[config.mk]
export PLATFORM = sky130hd
export DESIGN_NAME = rat_cell
export DESIGN_NICKNAME = d
export VERILOG_FILES = /design/src/rat_pkg.sv /design/src/rat_cell.sv
export SDC_FILE = /design/constraint.sdc
export NUM_CORES = 1
export LEC_CHECK = 0
export BUFFER_PORTS_ARGS = -buffer_cell sky130_fd_sc_hd__clkbuf_2
export CAP_MARGIN = 0
export CORE_ASPECT_RATIO = 0.5
export CORE_MARGIN = 2
export CORE_UTILIZATION = 34
export CTS_CLUSTER_SIZE = 40
export DETAILED_ROUTE_END_ITERATION = 8
export SLEW_MARGIN = 30
export SYNTH_ARGS = -nofsm -noshare
export SYNTH_HDL_FRONTEND = slang
export SYNTH_SLANG_ARGS = --single-unit
[constraint.sdc]
create_clock -name clk -period 14.63 [get_ports clk]
set_input_delay 0.7315 -clock clk [delete_from_list [all_inputs] [get_ports clk]]
set_output_delay 0.7315 -clock clk [all_outputs]
set_load 0.005 [all_outputs]
[src/rat_pkg.sv]
// Types and codes of the region address translation table.
// No dependencies; compile first.
package rat_pkg;

  localparam int ADDR_W = 32;
  localparam int SLOT_W = 6;

  // Request actions
  localparam logic [1:0] ACT_ADD          = 2'd0;
  localparam logic [1:0] ACT_REMOVE       = 2'd1;
  localparam logic [1:0] ACT_LIN_TO_PHYS  = 2'd2;
  localparam logic [1:0] ACT_PHYS_TO_LIN  = 2'd3;

  // Result status codes
  localparam logic [1:0] ST_OK   = 2'd0;
  localparam logic [1:0] ST_FULL = 2'd1;
  localparam logic [1:0] ST_MISS = 2'd2;
  localparam logic [1:0] ST_ZERO = 2'd3;

  // Request held stable for the whole scan and broadcast to every cell
  typedef struct packed {
    logic [1:0]        action;
    logic [ADDR_W-1:0] address;
    logic [ADDR_W-1:0] physical_base;
    logic [ADDR_W-1:0] region_size;
    logic [ADDR_W-1:0] region_handle;
  } req_t;

  // Token handed from cell to cell; carries the claim of the first matching cell
  typedef struct packed {
    logic              active;
    logic              done;
    logic [1:0]        status;
    logic [ADDR_W-1:0] value;
    logic [ADDR_W-1:0] offset;
    logic [SLOT_W-1:0] slot;
  } tok_t;

endpackage

[src/rat_cell.sv]
// One table entry of the region address translation table with its token stage.
// Depends on rat_pkg.
module rat_cell import rat_pkg::*; (
  input  logic              clk,
  input  logic              rst_n,
  input  logic [SLOT_W-1:0] cell_slot,
  input  req_t              req,
  input  tok_t              tok_in,
  output tok_t              tok_out
);

  logic [ADDR_W-1:0] lin_r, lin_nxt;
  logic [ADDR_W-1:0] phys_r, phys_nxt;
  logic [ADDR_W-1:0] len_r, len_nxt;
  logic [ADDR_W-1:0] hdl_r, hdl_nxt;
  tok_t              tok_r, tok_nxt;

  logic              occupied;
  logic [ADDR_W-1:0] from_sel;
  logic [ADDR_W-1:0] to_sel;
  logic [ADDR_W:0]   diff;
  logic              in_rng;

  assign occupied = |len_r;
  assign from_sel = (req.action == ACT_PHYS_TO_LIN) ? phys_r : lin_r;
  assign to_sel   = (req.action == ACT_PHYS_TO_LIN) ? lin_r : phys_r;
  // borrow out means the query lies below the base
  assign diff     = {1'b0, req.address} - {1'b0, from_sel};
  assign in_rng   = !diff[ADDR_W] && (diff[ADDR_W-1:0] < len_r);

  always_comb begin
    lin_nxt  = lin_r;
    phys_nxt = phys_r;
    len_nxt  = len_r;
    hdl_nxt  = hdl_r;
    tok_nxt  = tok_in;
    if (tok_in.active && !tok_in.done) begin
      unique case (req.action) inside
        ACT_ADD: begin
          if (!occupied) begin
            lin_nxt       = req.address;
            phys_nxt      = req.physical_base;
            len_nxt       = req.region_size;
            hdl_nxt       = req.region_handle;
            tok_nxt.done  = 1'b1;
            tok_nxt.slot  = cell_slot;
          end
        end
        ACT_REMOVE: begin
          if (occupied && (lin_r == req.address)) begin
            len_nxt       = '0;
            tok_nxt.done  = 1'b1;
            tok_nxt.value = hdl_r;
            tok_nxt.slot  = cell_slot;
          end
        end
        ACT_LIN_TO_PHYS, ACT_PHYS_TO_LIN: begin
          if (occupied && in_rng) begin
            tok_nxt.done   = 1'b1;
            tok_nxt.value  = to_sel;
            tok_nxt.offset = diff[ADDR_W-1:0];
            tok_nxt.slot   = cell_slot;
          end
        end
        default: begin
        end
      endcase
    end
  end

  always_ff @(posedge clk) begin
    if (!rst_n) begin
      tok_r <= '0;
      len_r <= '0;
    end else begin
      tok_r <= tok_nxt;
      len_r <= len_nxt;
    end
  end

  always_ff @(posedge clk) begin
    lin_r  <= lin_nxt;
    phys_r <= phys_nxt;
    hdl_r  <= hdl_nxt;
  end

  assign tok_out = tok_r;

endmodule

==> impl_metrics.env <==
export IMPL_syn_num_nets=1411
export IMPL_ioPinCount=286
export IMPL_maxCapViolCount=0
export IMPL_worstPathMaxFanout=67
export IMPL_clock_fmax_mhz=141
export IMPL_cp_slowest_stage_delay_ns=0.74
export IMPL_crit_top_cell="o21ai_0"
export IMPL_power_internal_uw=1090
export IMPL_p_switching_uw=411
export IMPL_nFillCells=3083
export IMPL_slew_limit_headroom_pct=37.4
export IMPL_critPathCapture="tok_out[4]$_SDFF_PN0_"
export IMPL_cts_resized=0
export IMPL_clock_skew_ns=0.0137
export IMPL_arrival_ns=7.49
export IMPL_die_w_um=258
export IMPL_required_ns=15.00
export IMPL_syn_avg_cell_area_um2=9.67
export IMPL_slew_violations=0
export IMPL_firstDrtPassIters=5
export IMPL_p_seq_share_pct=41.8
export IMPL_path_cells="clkbuf_2 > nand2_4 > mux2_2 > ha_1 > nand3b_1 > a2111o_1 > a21oi_1 > o21ai_0 > o21ai_0 > nor3b_1 > nor3_1 > inv_1 > ha_1 > a21oi_1 > o21a_1 > o21ai_0 > nor4bb_1 > o31ai_1 > a211oi_4 > buf_4 > nor2_1 > mux2i_1"
export IMPL_crit_family="compound AO/OA/AOI/OAI gates"
export IMPL_area_delta_synth_final_pct=23.6
export IMPL_p_clk_share_pct=39.3
export IMPL_hold_path_class="input pin to register"
export IMPL_r2r_end="tok_out[4]$_SDFF_PN0_"
export IMPL_drive_gt1_share_pct=26.8
export IMPL_critPathKind="input pin to register"
export IMPL_fin_tns_setup_ns=0
export IMPL_reg2reg_depth=20
export IMPL_dieHeight_um=131
export IMPL_drt_iter0_markers=913
export IMPL_remaining_drc_errors=0
export IMPL_syn_cell_area_um2=11000
export IMPL_layout_commonest_cell="clkbuf_2"
export IMPL_cts_hold_buf=0
export IMPL_insertion_delay_ns=0.52
export IMPL_dp_cells=1804
export IMPL_core_um2=31700
export IMPL_ant_nets=0
export IMPL_synth_warnings=0
export IMPL_min_period_over_period_pct=48.6
export IMPL_worstSetupEndpointType="register"
export IMPL_cts_sinks=202
export IMPL_layout_common_cells="285 x clkbuf_2, 125 x nand2_1, 110 x a21oi_1"
export IMPL_period_needed_ns=7.11
export IMPL_p_comb_share_pct=18.9
export IMPL_ys_ff_latch=202
export IMPL_place_gp_congestion=0.940
export IMPL_worst_slew_pin_slew_ns=0.940
export IMPL_rsz0062_at_grt="false"
export IMPL_clkTransAtPathRegs_ns=0.07
export IMPL_clock_path_buffers=3
export IMPL_crit_path_start="req[128]"
export IMPL_p_leak_uw=0.00572
export IMPL_power_density_nw_per_um2=111
export IMPL_worstSetupPathDepth=22
export IMPL_die_area_um2=33800
export IMPL_setup_viol=0
export IMPL_totalWireLength_mm=37.9
export IMPL_status="finished clean"
export IMPL_seqCellArea_um2=5000
export IMPL_nNetsFinal=1671
export IMPL_dp_hpwl_mm=29.1
export IMPL_yosys_most_used_dff="dfxtp_1"
export IMPL_clockRootBuffer="clkbuf_16"
export IMPL_critPathLaunchType="input pin"
export IMPL_dpl_worst_slack_ns=7.08
export IMPL_r2r_setup_slack_ns=8.76
export IMPL_cts_tree="built"
export IMPL_vias=9682
export IMPL_multiInputGateArea_um2=5590
export IMPL_vias_per_cell=5.25
export IMPL_grt_max_degree=83
export IMPL_initial_core_util_pct=34.6
export IMPL_setup_slack_ns=7.52
export IMPL_synth_cell_type_count=63
export IMPL_h_tree_depth=1
export IMPL_synthArstFlopShare_pct=0
export IMPL_ys_seq_area_share_pct=45.6
export IMPL_crit_buf_inv=3
export IMPL_io_buffers=285
export IMPL_grt_total_usage_pct=21.6
export IMPL_wl_per_cell_um=20.5
export IMPL_placementRows=46
export IMPL_grt_pass1_vias=9540
export IMPL_synth_edf_count=96
export IMPL_hold_viol_final=0
export IMPL_grt_pass1_wl_mm=56.0
export IMPL_antenna_found_initial=4
export IMPL_sw_frac_of_total_pct=27.4
export IMPL_crit_path_top_delay_cell="buf_4"
export IMPL_post_cts_repair_setup_buffers=0
export IMPL_gr_total_overflow=0
export IMPL_instances_no_fill=1845
export IMPL_vdd_ir_drop_worst_mv=0.0562
export IMPL_synthCells=1135
export IMPL_worstReg2RegStart="phys_r[0]$_DFFE_PP_"
export IMPL_cts_made_buffers=21
-- power by group through the flow --
stage	logic [uW]	registers (uW)	clock network, uW
after CTS	281	628	604
after detailed placement	279	641	0
after global routing	312	630	625
final	284	628	591
after global placement	275	640	0
after floorplan	165	642	0
-- sequential cells by signal, indices dropped and copies added (netlist names) --
| name | cells |
|---|---|
| len_r | 32 |
| tok_out | 74 |
| hdl_r | 32 |
| phys_r | 32 |
| lin_r | 32 |
-- cell usage after synthesis, drive strengths merged (15+ instances only) --
cell	number	area, um^2
nand3	48	240
mux2i	61	611
nor2	104	390
inv	45	169
nand4	24	150
nand2	127	477
ha	63	788
mux2	33	372
a21o	15	113
xnor2	47	412
a32oi	28	245
o21ai	25	125
dfxtp	106	2120
clkbuf	47	176
a21oi	110	551
edfxtp	96	2880
-- through the flow --
stage                     utilization (%)  total power, uW  hold WS [ns]  cell area [um^2]
final                                42.8             1500         0.383             13600
after global placement               40.4              915         0.434             12800
after floorplan                         -              807         0.427             11000
after detailed placement             40.4              920         0.439             12800
after CTS                            42.7             1510         0.364             13600
after global routing                 42.8             1570         0.369             13600
-- cells by family after synthesis --
group                      after synthesis  share of synthesized area [%]
DFF                                    202                           45.6
xor gates and xnor gates                52                           4.15
and+or+nand+nor                        378                           16.0
buffers and inverters                  103                           3.86
adders and majority gates               64                           7.36
AOI/OAI and AO/OA                      242                           14.1
muxes                                   94                           8.95
-- worst min path at each step --
stage,end,start,slack [ns],depth (start not counted)
after floorplan,tok_out[39]$_SDFF_PN0_,hdl_r[1]$_DFFE_PP_,0.43,2
final,hdl_r[23]$_DFFE_PP_,req[23],0.38,1
after global routing,phys_r[0]$_DFFE_PP_,req[64],0.37,1
after detailed placement,tok_out[54]$_SDFF_PN0_,hdl_r[16]$_DFFE_PP_,0.44,2
after CTS,hdl_r[23]$_DFFE_PP_,req[23],0.36,1
after global placement,tok_out[54]$_SDFF_PN0_,hdl_r[16]$_DFFE_PP_,0.43,2
-- layer usage --
metal / global-route usage [%] / up-vias / share of wire (%)
met4: 5.41 / 2 / 2.1
met1: 29.7 / 4668 / 45
li1: - / 4643 / -
met3: 4.00 / 58 / 6.0
met2: 35.3 / 311 / 46
met5: 0 / - / 0.034
-- final cells by class --
type / count / area share, %
diodes: 3 / 0.0553
clock buffers: 30 / 4.42
clock inverters: 8 / 1.09
inverters: 45 / 1.25
multi-input cells: 830 / 41.2
flip-flops and latches: 202 / 36.9
well taps: 432 / 3.98
repair buffers: 295 / 11.1
Power figures use the tool's default switching activity.
